[config.mk]
export PLATFORM = sky130hd
export DESIGN_NAME = dik_front
export DESIGN_NICKNAME = d
export VERILOG_FILES = /design/src/rtl/descreening_integral_kernel_unit_assert.svh /design/src/rtl/dik_pkg.sv /design/src/rtl/dik_front.sv
export SDC_FILE = /design/constraint.sdc
export NUM_CORES = 1
export LEC_CHECK = 0
export BUFFER_PORTS_ARGS = -buffer_cell sky130_fd_sc_hd__buf_2
export CORE_UTILIZATION = 30
export DETAILED_ROUTE_END_ITERATION = 8
export PLACE_DENSITY = 0.53
export SLEW_MARGIN = 30
export SYNTH_ARGS = -nofsm -noshare
export SYNTH_HDL_FRONTEND = slang
export SYNTH_SLANG_ARGS = --single-unit
export TNS_END_PERCENT = 20
[constraint.sdc]
create_clock -name vclk -period 6.3
set_clock_uncertainty 0.15 [all_clocks]
set_input_delay 0.63 -clock vclk [all_inputs]
set_output_delay 0.63 -clock vclk [all_outputs]
set_load 0.01 [all_outputs]
[src/rtl/descreening_integral_kernel_unit_assert.svh]
// ----------------------------------------------------------------------------
// Descreening integral kernel assertion macros
// Shared property macros for the kernel unit; empty when assertions are off.
// ----------------------------------------------------------------------------
`ifndef DESCREENING_INTEGRAL_KERNEL_UNIT_ASSERT_SVH
`define DESCREENING_INTEGRAL_KERNEL_UNIT_ASSERT_SVH
`ifndef NO_ASSERTIONS
// Same-cycle implication on the unit clock.
`define DIK_ASSERT_IMPL(lbl, ante, cons) \
  lbl: assert property (@(posedge clk_i) disable iff (!rst_ni) (ante) |-> (cons)) \
    else $error("descreening kernel assertion failed");
// Next-cycle implication on the unit clock.
`define DIK_ASSERT_NEXT(lbl, ante, cons) \
  lbl: assert property (@(posedge clk_i) disable iff (!rst_ni) (ante) |=> (cons)) \
    else $error("descreening kernel assertion failed");
`else
`define DIK_ASSERT_IMPL(lbl, ante, cons)
`define DIK_ASSERT_NEXT(lbl, ante, cons)
`endif
`endif

[src/rtl/dik_pkg.sv]
// ----------------------------------------------------------------------------
// Descreening integral kernel package
// Types and constants shared by the front end, queue, sequencer and arithmetic.
// ----------------------------------------------------------------------------
package dik_pkg;

  localparam int unsigned FIELD_W  = 24;
  localparam int unsigned VALUE_W  = 48;
  localparam int unsigned STATUS_W = 2;
  localparam int unsigned QDEPTH   = 4;
  localparam int unsigned QPTR_W   = 2;

  localparam logic [63:0] LIM       = 64'h1000_0000_0000_0000;
  localparam logic [63:0] ONE_S     = 64'h0000_0000_4000_0000;
  localparam logic [63:0] LN2_Q32   = 64'd2977044472;
  localparam logic [63:0] TWOPI_Q32 = 64'd26986075409;
  localparam logic [VALUE_W-1:0] OUT_MAX = 48'h7FFF_FFFF_FFFF;
  localparam logic [VALUE_W-1:0] OUT_MIN = 48'h8000_0000_0000;

  localparam logic [0:0] REG_SWITCH_START = 1'b0;
  localparam logic [0:0] REG_SWITCH_END   = 1'b1;

  typedef enum logic [1:0] {
    ST_OK          = 2'd0,
    ST_ZERO_RADIUS = 2'd1,
    ST_SAT         = 2'd2
  } status_e;

  typedef enum logic [2:0] {
    CL_ZERO_RAD,
    CL_ZERO_OUT,
    CL_SEP,
    CL_OVL,
    CL_INC_SER,
    CL_INC_LOG
  } cls_e;

  typedef struct packed {
    logic [FIELD_W-1:0] r;
    logic [FIELD_W-1:0] a;
    logic [FIELD_W-1:0] b;
    cls_e               cls;
    logic               sone;
  } q_item_t;

  typedef enum logic [1:0] {
    OP_MUL,
    OP_DIV,
    OP_LOG
  } op_kind_e;

  typedef struct packed {
    op_kind_e    kind;
    logic [63:0] x;
    logic [63:0] y;
    logic [5:0]  amt;
  } op_req_t;

  typedef struct packed {
    logic        done;
    logic [63:0] res;
    logic        ovf;
  } op_rsp_t;

endpackage

[src/rtl/dik_front.sv]
// ----------------------------------------------------------------------------
// Descreening kernel front end
// Accepts atom pairs and sorts them into the integral branch to be evaluated.
// ----------------------------------------------------------------------------
module dik_front (
  input  logic                         start_i,
  input  logic                         full_i,
  input  logic [dik_pkg::FIELD_W-1:0]  r_i,
  input  logic [dik_pkg::FIELD_W-1:0]  a_i,
  input  logic [dik_pkg::FIELD_W-1:0]  b_i,
  input  logic [dik_pkg::FIELD_W-1:0]  sw_start_i,
  input  logic [dik_pkg::FIELD_W-1:0]  sw_end_i,
  output logic                         push_o,
  output dik_pkg::q_item_t             item_o
);
  import dik_pkg::*;

  logic [FIELD_W:0]   sum_ab;
  logic [FIELD_W-1:0] diff_ab;
  logic [33:0]        r_k;

  assign sum_ab  = {1'b0, a_i} + {1'b0, b_i};
  assign diff_ab = (b_i > a_i) ? b_i - a_i : a_i - b_i;
  // Thousand times the distance, built from shifts.
  assign r_k     = ({10'b0, r_i} << 10) - ({10'b0, r_i} << 4) - ({10'b0, r_i} << 3);
  assign push_o  = start_i && !full_i;

  always_comb begin
    item_o.r    = r_i;
    item_o.a    = a_i;
    item_o.b    = b_i;
    item_o.sone = (r_i < sw_start_i) || (sw_end_i == sw_start_i);
    if (a_i == '0 || b_i == '0) begin
      item_o.cls = CL_ZERO_RAD;
    end else if (r_i > sw_end_i) begin
      item_o.cls = CL_ZERO_OUT;
    end else if ({1'b0, r_i} > sum_ab) begin
      item_o.cls = CL_SEP;
    end else if (r_i > diff_ab) begin
      item_o.cls = CL_OVL;
    end else if (a_i > b_i) begin
      item_o.cls = CL_ZERO_OUT;
    end else if (r_k < {10'b0, b_i}) begin
      item_o.cls = CL_INC_SER;
    end else begin
      item_o.cls = CL_INC_LOG;
    end
  end

endmodule

## Yosys cells after proc, flatten, opt, wreduce, memory -nomap -nowiden

Index checks and enable logic that the tools add are counted.

| word-level totals | value |
|---|---|
| register bits after elaboration | 0 |
| input bits | 122 |
| output and inout port bits | 77 |
| word-level logic and storage cells | 26 |

| cells by class | value |
|---|---|
| add/sub/neg operators | 5 |
| magnitude comparators | 7 |
| eq/ne operators | 1 |
| multiplexer cells | 7 |
| reduce and logical (&&, ||, !) cells | 6 |

Operators by type and width:

| cell | number |
|---|---|
| $gt A24 B24 Y1 | 4 |
| $logic_not A24 Y1 | 2 |
| $sub A24 B24 Y24 | 2 |
| $lt A34 B24 Y1 | 1 |
| $sub A34 B27 Y34 | 1 |
| $sub A34 B28 Y34 | 1 |
| $add A24 B24 Y25 | 1 |
| $gt A24 B25 Y1 | 1 |
| $eq A24 B24 Y1 | 1 |
| $lt A24 B24 Y1 | 1 |
| $mux W24 | 1 |
| $mux W3 | 5 |
| $logic_or A1 B1 Y1 | 2 |
| $logic_and A1 B1 Y1 | 1 |
| $logic_not A1 Y1 | 1 |
| $mux W1 | 1 |

## Depth between registers and ports, before layout

| logic depth | value |
|---|---|
| depth in word-level cells | 9 |
| mapped depth | 26 |

## Worst setup path after synthesis

Ideal clock, no wire load.

| timing path | value |
|---|---|
| path type | input -> output |
| from | input port b_i[0] (netlist bit) |
| to | output port item_o[1] (netlist bit) |
| arrival time | 4811 ps |
| data required time | 5520 ps |
| setup slack | 709 ps |
| stages on the path | 25 |
| buffers on the path | 1 |
| cell sequence | inv_1 ha_1 inv_1 fa_1 nand3_1 a21oi_1 o311ai_1 a31oi_2 buf_6 mux2_1 o22ai_1 nor3_2 o41ai_2 a21oi_1 xnor2_1 ha_1 a21o_1 a21oi_1 o31ai_1 nor4_1 a211o_1 o21ai_0 nor4_1 o2111a_1 a41oi_1 |

RTL lines:

| what | line | source |
|---|---|---|
| start: declaration | dik_front.sv:10 | `input logic [dik_pkg::FIELD_W-1:0] b_i,` |
| end: declaration | dik_front.sv:14 | `output dik_pkg::q_item_t item_o` |

==> impl_metrics.env <==
export IMPL_antennaDiodeCount=0
export IMPL_dp_hpwl_um=30000
export IMPL_seq_cells=0
export IMPL_grt_max_degree=15
export IMPL_seqPwrFrac_pct=0
export IMPL_hold_viol=0
export IMPL_synth_common_cells="224 x ha_1, 166 x inv_1, 113 x a21oi_1"
export IMPL_cp_start_kind="input port"
export IMPL_violations="design-rule violations"
export IMPL_regArea_um2=0
export IMPL_start_util_pct=30.6
export IMPL_syn_area_per_cell_um2=7.40
export IMPL_dieArea_um2=32100
export IMPL_drc_errors=12
export IMPL_max_freq_mhz=162
export IMPL_avgViaCountPerCell=5.20
export IMPL_wl_per_cell_um=17.9
export IMPL_grtUsageTotal_pct=20.6
export IMPL_min_path_type="in -> out"
export IMPL_synth_warning_count=0
export IMPL_synth_mux_area_share_pct=2.70
export IMPL_io_pins=199
export IMPL_worstMarginPinSlew_ns=0.704
export IMPL_drt_wl_total_um=34100
export IMPL_dr_wl_met2_um=16300
export IMPL_yosysSeqAreaShare_pct=0
export IMPL_power_share_clock_pct=0
export IMPL_p_int_mw=0.663
export IMPL_fin_ws_ns=0.112
export IMPL_dieHeight_um=179
export IMPL_fp_coreArea_um2=30700
export IMPL_drive_above_1_share_pct=26.9
export IMPL_antenna_found_initial=0
export IMPL_synth_xor_area_share_pct=8.37
export IMPL_first_pass_iters=9
export IMPL_combPwrFrac_pct=100.0
export IMPL_synth_top_cell_area_share_pct=29.8
export IMPL_syn_inst=1273
export IMPL_rows=64
export IMPL_max_stage_delay_ns=0.36
export IMPL_status="finished, violations left"
export IMPL_synth_fa_ha_area_share_pct=34.0
export IMPL_place_ws_ns=-0.145
export IMPL_overflow=0
export IMPL_fin_nets=1872
export IMPL_syn2layout_area_growth_pct=22.6
export IMPL_required_ns=5.52
export IMPL_synth_compound_area_share_pct=25.2
export IMPL_synth_nets=1639
export IMPL_setup_viol=0
export IMPL_swShare_pct=55.2
export IMPL_arrival_ns=5.41
export IMPL_clockBufferCount=0
export IMPL_yosys_area_top_type="ha_1"
export IMPL_ys_types=76
export IMPL_synth_area_um2=9420
export IMPL_rsz0062_at_grt="true"
export IMPL_max_cap_viol_count=0
export IMPL_drv_slew=0
export IMPL_critical_path_class="in -> out"
export IMPL_met1Wirelength_um=15600
export IMPL_multi_input_area_um2=8370
export IMPL_fin_crit_sh_pct=98.2
export IMPL_critPathMaxFanout=12
export IMPL_die_width_um=179
export IMPL_fin_crit_ns=6.19
export IMPL_slowest_stage="a221oi_4"
export IMPL_grt_first_pass_wirelength_um=52000
export IMPL_routed_top_layer="met4"
export IMPL_slew_headroom_pct=52.6
export IMPL_first_iter_violations=499
export IMPL_fillCellCount=3309
export IMPL_vias=9872
export IMPL_postPlaceCellArea_um2=11200
export IMPL_p_sw_mw=0.817
export IMPL_routed_wl_met3_um=1120
export IMPL_synth_top_cells_by_area="ha_1 30%, inv_1 6.6%, buf_4 6.1%, a21oi_1 6.0%, xnor2_1 5.2%"
export IMPL_leakagePower_nw=5.98
export IMPL_synth_simple_area_share_pct=15.5
export IMPL_grt_pass1_vias=9569
export IMPL_ir_worst_vdd_uv=37.2
export IMPL_synth_top_family_by_area="adder cells"
export IMPL_final_area_um2=11500
export IMPL_place_congestion=0.940
export IMPL_whs_ns=1.34
export IMPL_endpoint_kind="output pin"
export IMPL_final_antenna_net_count=0
export IMPL_io_buffers=199
export IMPL_synth_most_common_cell="ha_1"
export IMPL_p_per_area_nw_per_um2=128
[routing by layer]
layer | global-route usage, % | vias up
met5 | 0 | -
met4 | 4.83 | 0
met3 | 0.573 | 50
met2 | 36.3 | 256
met1 | 27.7 | 4644
li1 | - | 4922
[stage by stage]
| step | power, mW | util (%) | setup TNS, ns | cells |
|---|---|---|---|---|
| floorplan | 0.946 | - | 0 | 1273 |
| global placement | 1.38 | 36.3 | -0.0653 | 1893 |
| detailed placement | 1.40 | 36.3 | -0.217 | 1893 |
| CTS | 1.42 | 36.4 | -0.0658 | 1894 |
| global route | 1.65 | 37.5 | -0.278 | 1900 |
| finish | 1.48 | 37.5 | 0 | 1900 |
[worst max-delay path: cells and delay by family]
| kind | cells | cell delay, ns |
|---|---|---|
| AOI/OAI and AO/OA | 13 | 2.29 |
| adders and majority gates | 2 | 0.63 |
| buffers and inverters | 7 | 0.95 |
| muxes | 1 | 0.30 |
| and+or+nand+nor | 3 | 0.61 |
[area by class of cell]
cell class | instances | share of cell area (%)
tap | 396 | 4.29
timing repair buffer | 334 | 17.7
inverter | 167 | 5.43
multi-input combinational | 1003 | 72.6
[path summary, 6_finish.rpt]
check	from	end	slack, ns	cells past startpoint
worst max-delay path	a_i[21]	item_o[1]	0.11	26
worst min-delay path	full_i	push_o	1.34	3
[placed cells by master, fill, tap and decap left out, types with 19 or more instances in the layout]
| cell type | n |
|---|---|
| ha_1 | 219 |
| buf_2 | 198 |
| inv_1 | 163 |
| buf_4 | 130 |
| a21oi_1 | 107 |
| nor2_1 | 71 |
| nand2_1 | 56 |
| xnor2_1 | 56 |
| o21ai_0 | 55 |
| a21o_1 | 43 |
| xor2_1 | 34 |
| nand4_1 | 31 |
| o21bai_1 | 27 |
| nand3_1 | 20 |
| fa_1 | 19 |
[cells by family (layout without fill, tap and decap cells)]
| group | Yosys count | in the layout |
|---|---|---|
| buffers and inverters | 270 | 501 |
| xor gates and xnor gates | 90 | 90 |
| AOI/OAI and AO/OA | 360 | 360 |
| adders and majority gates | 244 | 244 |
| muxes | 24 | 24 |
| and+or+nand+nor | 285 | 285 |
[power groups by stage]
stage / clock network (mW) / logic (mW) / registers, mW
floorplan: 0 / 0.946 / 0
global placement: 0 / 1.38 / 0
detailed placement: 0 / 1.40 / 0
CTS: 0 / 1.42 / 0
global route: 0 / 1.65 / 0
finish: 0 / 1.48 / 0
[what timing repair did]
item	4_1_cts	5_1_grt
pin swaps	5	29
setup endpoints to repair	2	3
hold buffers	0	0
endpoints found under the hold margin	0	0
gates resized for setup	4	57
setup buffers	1	6
Power figures use the tool's default switching activity.
