## config.mk

```make
export PLATFORM = sky130hd
export DESIGN_NAME = dik_fifo
export DESIGN_NICKNAME = d
export VERILOG_FILES = /design/src/rtl/descreening_integral_kernel_unit_assert.svh /design/src/rtl/dik_pkg.sv /design/src/rtl/dik_fifo.sv
export SDC_FILE = /design/constraint.sdc
export NUM_CORES = 1
export LEC_CHECK = 0
export BUFFER_PORTS_ARGS = -buffer_cell sky130_fd_sc_hd__buf_2
export CORE_UTILIZATION = 35
export DETAILED_ROUTE_END_ITERATION = 8
export GPL_TIMING_DRIVEN = 1
export PLACE_DENSITY = 0.5
export SYNTH_ARGS = -nofsm -noshare
export SYNTH_HDL_FRONTEND = slang
export SYNTH_SLANG_ARGS = --single-unit
```

## constraint.sdc

```tcl
create_clock -name clk_i -period 4.45 [get_ports clk_i]
set_input_delay 0.89 -clock clk_i [delete_from_list [all_inputs] [get_ports clk_i]]
set_output_delay 0.89 -clock clk_i [all_outputs]
set_load 0.05 [all_outputs]
```

## src/rtl/descreening_integral_kernel_unit_assert.svh

```systemverilog
// ----------------------------------------------------------------------------
// Descreening integral kernel assertion macros
// Shared property macros for the kernel unit; empty when assertions are off.
// ----------------------------------------------------------------------------
`ifndef DESCREENING_INTEGRAL_KERNEL_UNIT_ASSERT_SVH
`define DESCREENING_INTEGRAL_KERNEL_UNIT_ASSERT_SVH
`ifndef NO_ASSERTIONS
// Same-cycle implication on the unit clock.
`define DIK_ASSERT_IMPL(lbl, ante, cons) \
  lbl: assert property (@(posedge clk_i) disable iff (!rst_ni) (ante) |-> (cons)) \
    else $error("descreening kernel assertion failed");
// Next-cycle implication on the unit clock.
`define DIK_ASSERT_NEXT(lbl, ante, cons) \
  lbl: assert property (@(posedge clk_i) disable iff (!rst_ni) (ante) |=> (cons)) \
    else $error("descreening kernel assertion failed");
`else
`define DIK_ASSERT_IMPL(lbl, ante, cons)
`define DIK_ASSERT_NEXT(lbl, ante, cons)
`endif
`endif

```

## src/rtl/dik_pkg.sv

```systemverilog
// ----------------------------------------------------------------------------
// Descreening integral kernel package
// Types and constants shared by the front end, queue, sequencer and arithmetic.
// ----------------------------------------------------------------------------
package dik_pkg;

  localparam int unsigned FIELD_W  = 24;
  localparam int unsigned VALUE_W  = 48;
  localparam int unsigned STATUS_W = 2;
  localparam int unsigned QDEPTH   = 4;
  localparam int unsigned QPTR_W   = 2;

  localparam logic [63:0] LIM       = 64'h1000_0000_0000_0000;
  localparam logic [63:0] ONE_S     = 64'h0000_0000_4000_0000;
  localparam logic [63:0] LN2_Q32   = 64'd2977044472;
  localparam logic [63:0] TWOPI_Q32 = 64'd26986075409;
  localparam logic [VALUE_W-1:0] OUT_MAX = 48'h7FFF_FFFF_FFFF;
  localparam logic [VALUE_W-1:0] OUT_MIN = 48'h8000_0000_0000;

  localparam logic [0:0] REG_SWITCH_START = 1'b0;
  localparam logic [0:0] REG_SWITCH_END   = 1'b1;

  typedef enum logic [1:0] {
    ST_OK          = 2'd0,
    ST_ZERO_RADIUS = 2'd1,
    ST_SAT         = 2'd2
  } status_e;

  typedef enum logic [2:0] {
    CL_ZERO_RAD,
    CL_ZERO_OUT,
    CL_SEP,
    CL_OVL,
    CL_INC_SER,
    CL_INC_LOG
  } cls_e;

  typedef struct packed {
    logic [FIELD_W-1:0] r;
    logic [FIELD_W-1:0] a;
    logic [FIELD_W-1:0] b;
    cls_e               cls;
    logic               sone;
  } q_item_t;

  typedef enum logic [1:0] {
    OP_MUL,
    OP_DIV,
    OP_LOG
  } op_kind_e;

  typedef struct packed {
    op_kind_e    kind;
    logic [63:0] x;
    logic [63:0] y;
    logic [5:0]  amt;
  } op_req_t;

  typedef struct packed {
    logic        done;
    logic [63:0] res;
    logic        ovf;
  } op_rsp_t;

endpackage

```

## src/rtl/dik_fifo.sv

```systemverilog
// ----------------------------------------------------------------------------
// Descreening kernel item queue
// Short first-in first-out queue between the front end and the sequencer.
// ----------------------------------------------------------------------------
module dik_fifo (
  input  logic             clk_i,
  input  logic             rst_ni,
  input  logic             push_i,
  input  dik_pkg::q_item_t item_i,
  input  logic             pop_i,
  output dik_pkg::q_item_t item_o,
  output logic             empty_o,
  output logic             full_o
);
  import dik_pkg::*;

  q_item_t             mem_q [QDEPTH];
  logic [QPTR_W-1:0]   wr_q, wr_d, rd_q, rd_d;
  logic [QPTR_W:0]     cnt_q, cnt_d;

  assign empty_o = (cnt_q == '0);
  assign full_o  = (cnt_q == (QPTR_W+1)'(QDEPTH));
  assign item_o  = mem_q[rd_q];

  always_comb begin
    wr_d  = push_i ? wr_q + 1'b1 : wr_q;
    rd_d  = pop_i ? rd_q + 1'b1 : rd_q;
    cnt_d = cnt_q + {{QPTR_W{1'b0}}, push_i} - {{QPTR_W{1'b0}}, pop_i};
  end

  always_ff @(posedge clk_i or negedge rst_ni) begin
    if (!rst_ni) begin
      wr_q  <= '0;
      rd_q  <= '0;
      cnt_q <= '0;
    end else begin
      wr_q  <= wr_d;
      rd_q  <= rd_d;
      cnt_q <= cnt_d;
    end
  end

  always_ff @(posedge clk_i) begin
    if (push_i) begin
      mem_q[wr_q] <= item_i;
    end
  end

endmodule

```

Word level (Yosys, flattened, before mapping). Memory sizes are Yosys's and may differ from the RTL's. Cells that the tools add are included. Widths: inputs -> output; s select.

Register bits after elaboration: 7. Memory bits (writable): 304. Bits of input ports: 80. Memories: 1.

Memory list: mem_q (words 4, bits a word 76, rd ports 1, clocked after Yosys merged registers in 0, wr ports 1, line dik_fifo.sv:17) `q_item_t mem_q [QDEPTH];`.

Add/subtract/negate cells: 4. Eq/ne operators: 1. Multiplexer cells: 2. Reduce and logical (&&, ||, !) cells: 1.

Operators with widths (count): $add 2x1->2 const B (2); $add 3x1->3 (1); $eq 3x3->1 const B (1); $logic_not 3->1 (1); $sub 3x1->3 (1); $mux 1 (2).

Depth between registers and ports, before layout.
Word-level depth: 2. Mapped depth: 6. Gate-level depth less buffers: 6.

Worst setup path before layout. Ideal clock, no wire load.

Path type: in2reg. Start: input push_i. End: memory mem_q[0][0] (netlist bit) (enable). Arrival: 2.664 ns. Slack: 1.344 ns. Stages on the path: 1. Cell sequence: and2_1.

Cells in the longest elaborated chain, start to end: 2.

Ends and longest elaborated chain: start, declared (line dik_fifo.sv:8) `input logic push_i,`; $mux 1 (line dik_fifo.sv:44) `if (push_i) begin`; $mux 1 (implied by the code) (line dik_fifo.sv:45) `mem_q[wr_q] <= item_i;`; end, declared (line dik_fifo.sv:17).

Every way passes these cells.

==> results.md <==
Clocking:
- The count of hold-fix buffers inserted at cts is 0.
- After clock tree synthesis, the repair step resized 0 gates.
- The buffer levels on the longest clock path is 3.
- The clock tree from TritonCTS is yes.
- The number of clock buffers added by TritonCTS is 35.
- The root buffer cell chosen for the clock tree is sky130_fd_sc_hd__clkbuf_16.
- The clock-pin slew reported for the worst setup and hold paths after clock tree synthesis is roughly 0.060 ns.
- The level count of the clock H-tree is 2.
- The clock latency at the later pin of the worst-skew pair is slightly below 0.5 ns.
- The number of setup buffers added after CTS is 0.
- The clock drives roughly 310 sinks.

Job:
- The max-cap violation count is 0.

Synth:
- The number of distinct library cells after synthesis is 19.
- The mean cell area of the mapped netlist is 26.3 sq um.
- The post-synth net total is just over 500.
- The Yosys warning count is 0.
- The number of register bits inferred by synthesis is 311.
- By area the synthesized netlist is led by sky130_fd_sc_hd__edfxtp_1 80%, sky130_fd_sc_hd__mux4_2 15%, sky130_fd_sc_hd__dfrtp_1 1.5%.
- Summing the sequential cell areas from Yosys gives 81.9% of the chip area.
- The leading area contributor after synthesis is sky130_fd_sc_hd__edfxtp_1.
- The cell area that synthesis handed to floorplanning was between 10000 and 15000 sq um.
- The top cell type's share of synthesized area is between 80% and 90%.
- The synthesized instance count is approximately 430.

Critical path:
- The worst register-to-register path has a setup slack of 2.34 ns.
- The delay of the slowest cell on the worst path is ~0.95 ns.
- The kind of cell with the highest combined delay along the critical path is flip-flops.
- The critical path goes through buf_12 > mux4_2 > buf_2.
- The worst register-to-register path begins at wr_q[0].
- STA puts the critical path data arrival time at roughly 2.6 ns.
- The critical path capture point type is an output port.
- STA classifies the critical path startpoint as a flop.
- The largest fanout on the critical path is 36.
- The critical path is of the flop to output port type.
- Counting both buffers and inverters, the worst setup path holds a total of 2.
- The cell type of the slowest stage on the worst timing path is sky130_fd_sc_hd__dfrtp_4.
- The origin of the worst setup path is rd_q[0].
- For the worst setup path, the data required time is around 3.6 ns.

Cells and area:
- Excluding fillers, the count of instances in the completed layout stands at approximately 1000.
- Of the cells placed in the final design, the portion with a size suffix greater than 1 is 45.8%.
- The library cells used most frequently in the layout, excluding fill and tap cells, are 304 x sky130_fd_sc_hd__edfxtp_1, 157 x sky130_fd_sc_hd__buf_2, 76 x sky130_fd_sc_hd__mux4_2, 37 x sky130_fd_sc_hd__clkbuf_16.
- The post-synthesis to final-layout area growth is 20.9%.
- The most common cell after layout, fill and taps aside is sky130_fd_sc_hd__edfxtp_1.
- The final instance area is between 10000 and 15000 sq um.
- The net count of the finished layout is about 700.

Global routing:
- The first global-routing pass estimated roughly 33 mm of wire.
- Global routing used between 10% and 20% of the available tracks.
- The number of antenna violations at the first check in global routing was 2.
- The pin count of the biggest net entering global routing is 54.
- The via count of the first global-routing pass is roughly 5700.
- The final global-route overflow total is 0.

Drt:
- The first-iteration detailed-routing DRC count is ~270.
- The count of nets left with antenna violations once routing finished came out at 0.
- The routed length per placed instance is approximately 21 um.
- The first detailed-routing pass ran for 4 iterations.
- The total DRC errors in the routed layout is 0.
- The number of vias after detailed routing is between 5000 and 6000.
- The mean number of vias per cell is 4.82.
- After detailed routing, the total wire length is ~22 mm.

Power and ir drop:
- The maximum resistive drop on vdd is 438 uV.
- The cell area power density is between 700 and 800 nW/um^2.
- The cell leakage power is ~4.7 nW.

Timing:
- Setup violations remaining at the end of the flow were counted as 0.
- Setup total negative slack on the finished layout was measured at 0 ns.
- The number of failing hold endpoints at the final stage is 0.
- The worst path meets setup with 0.992 ns of slack.
- Setup repair after global routing left no endpoint under its margin.
- The final critical path time including I/O delays and setup is roughly 3.5 ns.
- The setup clock skew after layout is between 0.008 and 0.009 ns.
- The actual transition at the worst max-transition pin is just under 0.9 ns.
- Derived from the worst setup path, the maximum achievable clock frequency is between 200 and 300 MHz.
- Final hold analysis gives a worst-case slack of 0.224 ns.
- In the finished design, the share of the clock period the worst path needs comes to about 80%.
- The worst pin sits at a relative slew slack of about two fifths.
- The max-slew violation count is 0.

Place:
- The detailed placer's ending HPWL is roughly 13 mm.
- After detailed placement, the total cell area comes to roughly 13000 sq um.
- OpenSTA, run right after detailed placement, puts the worst setup slack at 1.41 ns.
- The final weighted congestion in routability-driven placement is roughly 0.65.
- The number of placed instances, taps included, is between 900 and 1000.
- Port buffering added between 150 and 200 buffers.

Die:
- The initial utilization of the core area, before any placement, comes to a little over a third.
- The horizontal extent of the die is ~180 um.
- The cell row count is between 60 and 70.
- The die covers 33200 sq um.
- The floorplan step defined a core boundary enclosing about 32000 sq um.
- The vertical extent of the die is around 180 um.
- The total I/O pin count is ~160.

Status:
- The flow ran to the end, and the final reports show no timing, DRC or antenna violations.

Hold path:
- The class of the tightest hold or removal check is primary input to async pin.
==> sequential cells by signal, summed over array words and instances, names as in the netlist <==
| signal | count |
|---|---|
| wr_q | 2 |
| cnt_q | 3 |
| mem_q | 304 |
| rd_q | 2 |
==> worst register-to-register path: stages (launching register included) <==
cell and delay, ns:
sky130_fd_sc_hd__dfrtp_1 0.43, sky130_fd_sc_hd__inv_1 0.10, sky130_fd_sc_hd__ha_1 0.14, sky130_fd_sc_hd__and2_4 0.72
sky130_fd_sc_hd__buf_4 0.41
==> where the power goes <==
part | internal (mW) | switching [mW] | total [mW]
registers | 3.84 | 0.314 | 4.15
clock network | 1.63 | 1.07 | 2.69
logic | 1.17 | 2.62 | 3.79
==> cells by family (layout without fill, tap and decap cells) <==
logic type / after synthesis / count (layout) / share of synthesized area (%)
adders and majority gates: 7 / 7 / 0.837
DFF: 311 / 311 / 81.9
AOI/OAI and AO/OA: 1 / 1 / 0.0440
other: 0 / 1 / 0
and+or+nand+nor: 8 / 8 / 0.385
xor gates and xnor gates: 5 / 5 / 0.385
buffers and inverters: 24 / 238 / 1.43
muxes: 76 / 76 / 15.1
==> through the flow <==
| step | total power, mW | utilization (%) |
|---|---|---|
| after global placement | 8.06 | 39.9 |
| after global routing | 11.1 | 43.3 |
| final | 10.6 | 43.3 |
| after detailed placement | 8.11 | 39.9 |
| after floorplan | 7.20 | - |
| after CTS | 10.8 | 43.3 |
==> metal layers <==
metal | wire [um] | vias up | part of all wire, % | GRT usage, %
met2 | 11500 | 124 | 53 | 24.1
met1 | 8640 | 2662 | 40 | 15.6
met3 | 1050 | 39 | 4.8 | 3.19
met5 | 8 | - | 0.037 | 0
li1 | - | 2232 | - | -
met4 | 522 | 2 | 2.4 | 4.67
==> cell type report <==
class,count,area (sq um)
Multi-Input combinational cell,97,1910
Antenna cell,1,2.50
Fill cell,2760,18000
Clock inverter,18,131
Timing Repair Buffer,169,901
Clock buffer,45,956
Tap cell,402,503
Sequential cell,311,9310
Inverter,6,22.5
==> cells in the mapped netlist <==
master and n:
sky130_fd_sc_hd__xnor2_1 2, sky130_fd_sc_hd__clkbuf_1 3, sky130_fd_sc_hd__o21ai_0 1, sky130_fd_sc_hd__buf_8 1, sky130_fd_sc_hd__ha_1 6, sky130_fd_sc_hd__mux4_2 76
sky130_fd_sc_hd__nand2_1 2, sky130_fd_sc_hd__and3_1 1, sky130_fd_sc_hd__nor3_1 1, sky130_fd_sc_hd__dfrtp_1 7, sky130_fd_sc_hd__and2_1 4, sky130_fd_sc_hd__buf_4 3
sky130_fd_sc_hd__inv_1 6, sky130_fd_sc_hd__buf_6 1, sky130_fd_sc_hd__edfxtp_1 304, sky130_fd_sc_hd__fa_1 1, sky130_fd_sc_hd__buf_12 2, sky130_fd_sc_hd__xor2_1 3
sky130_fd_sc_hd__buf_2 8
==> worst paths after layout <==
check                                to  depth (start not counted)
max                          item_o[70]                          3
min                             rd_q[1]                          1
max reg2reg                mem_q[2][64]                          4
min reg2reg                     wr_q[0]                          1
max in group asynchronous       rd_q[0]                          1
min in group clk_i              wr_q[0]                          1
Note: power is estimated with default switching activity, not from simulation.
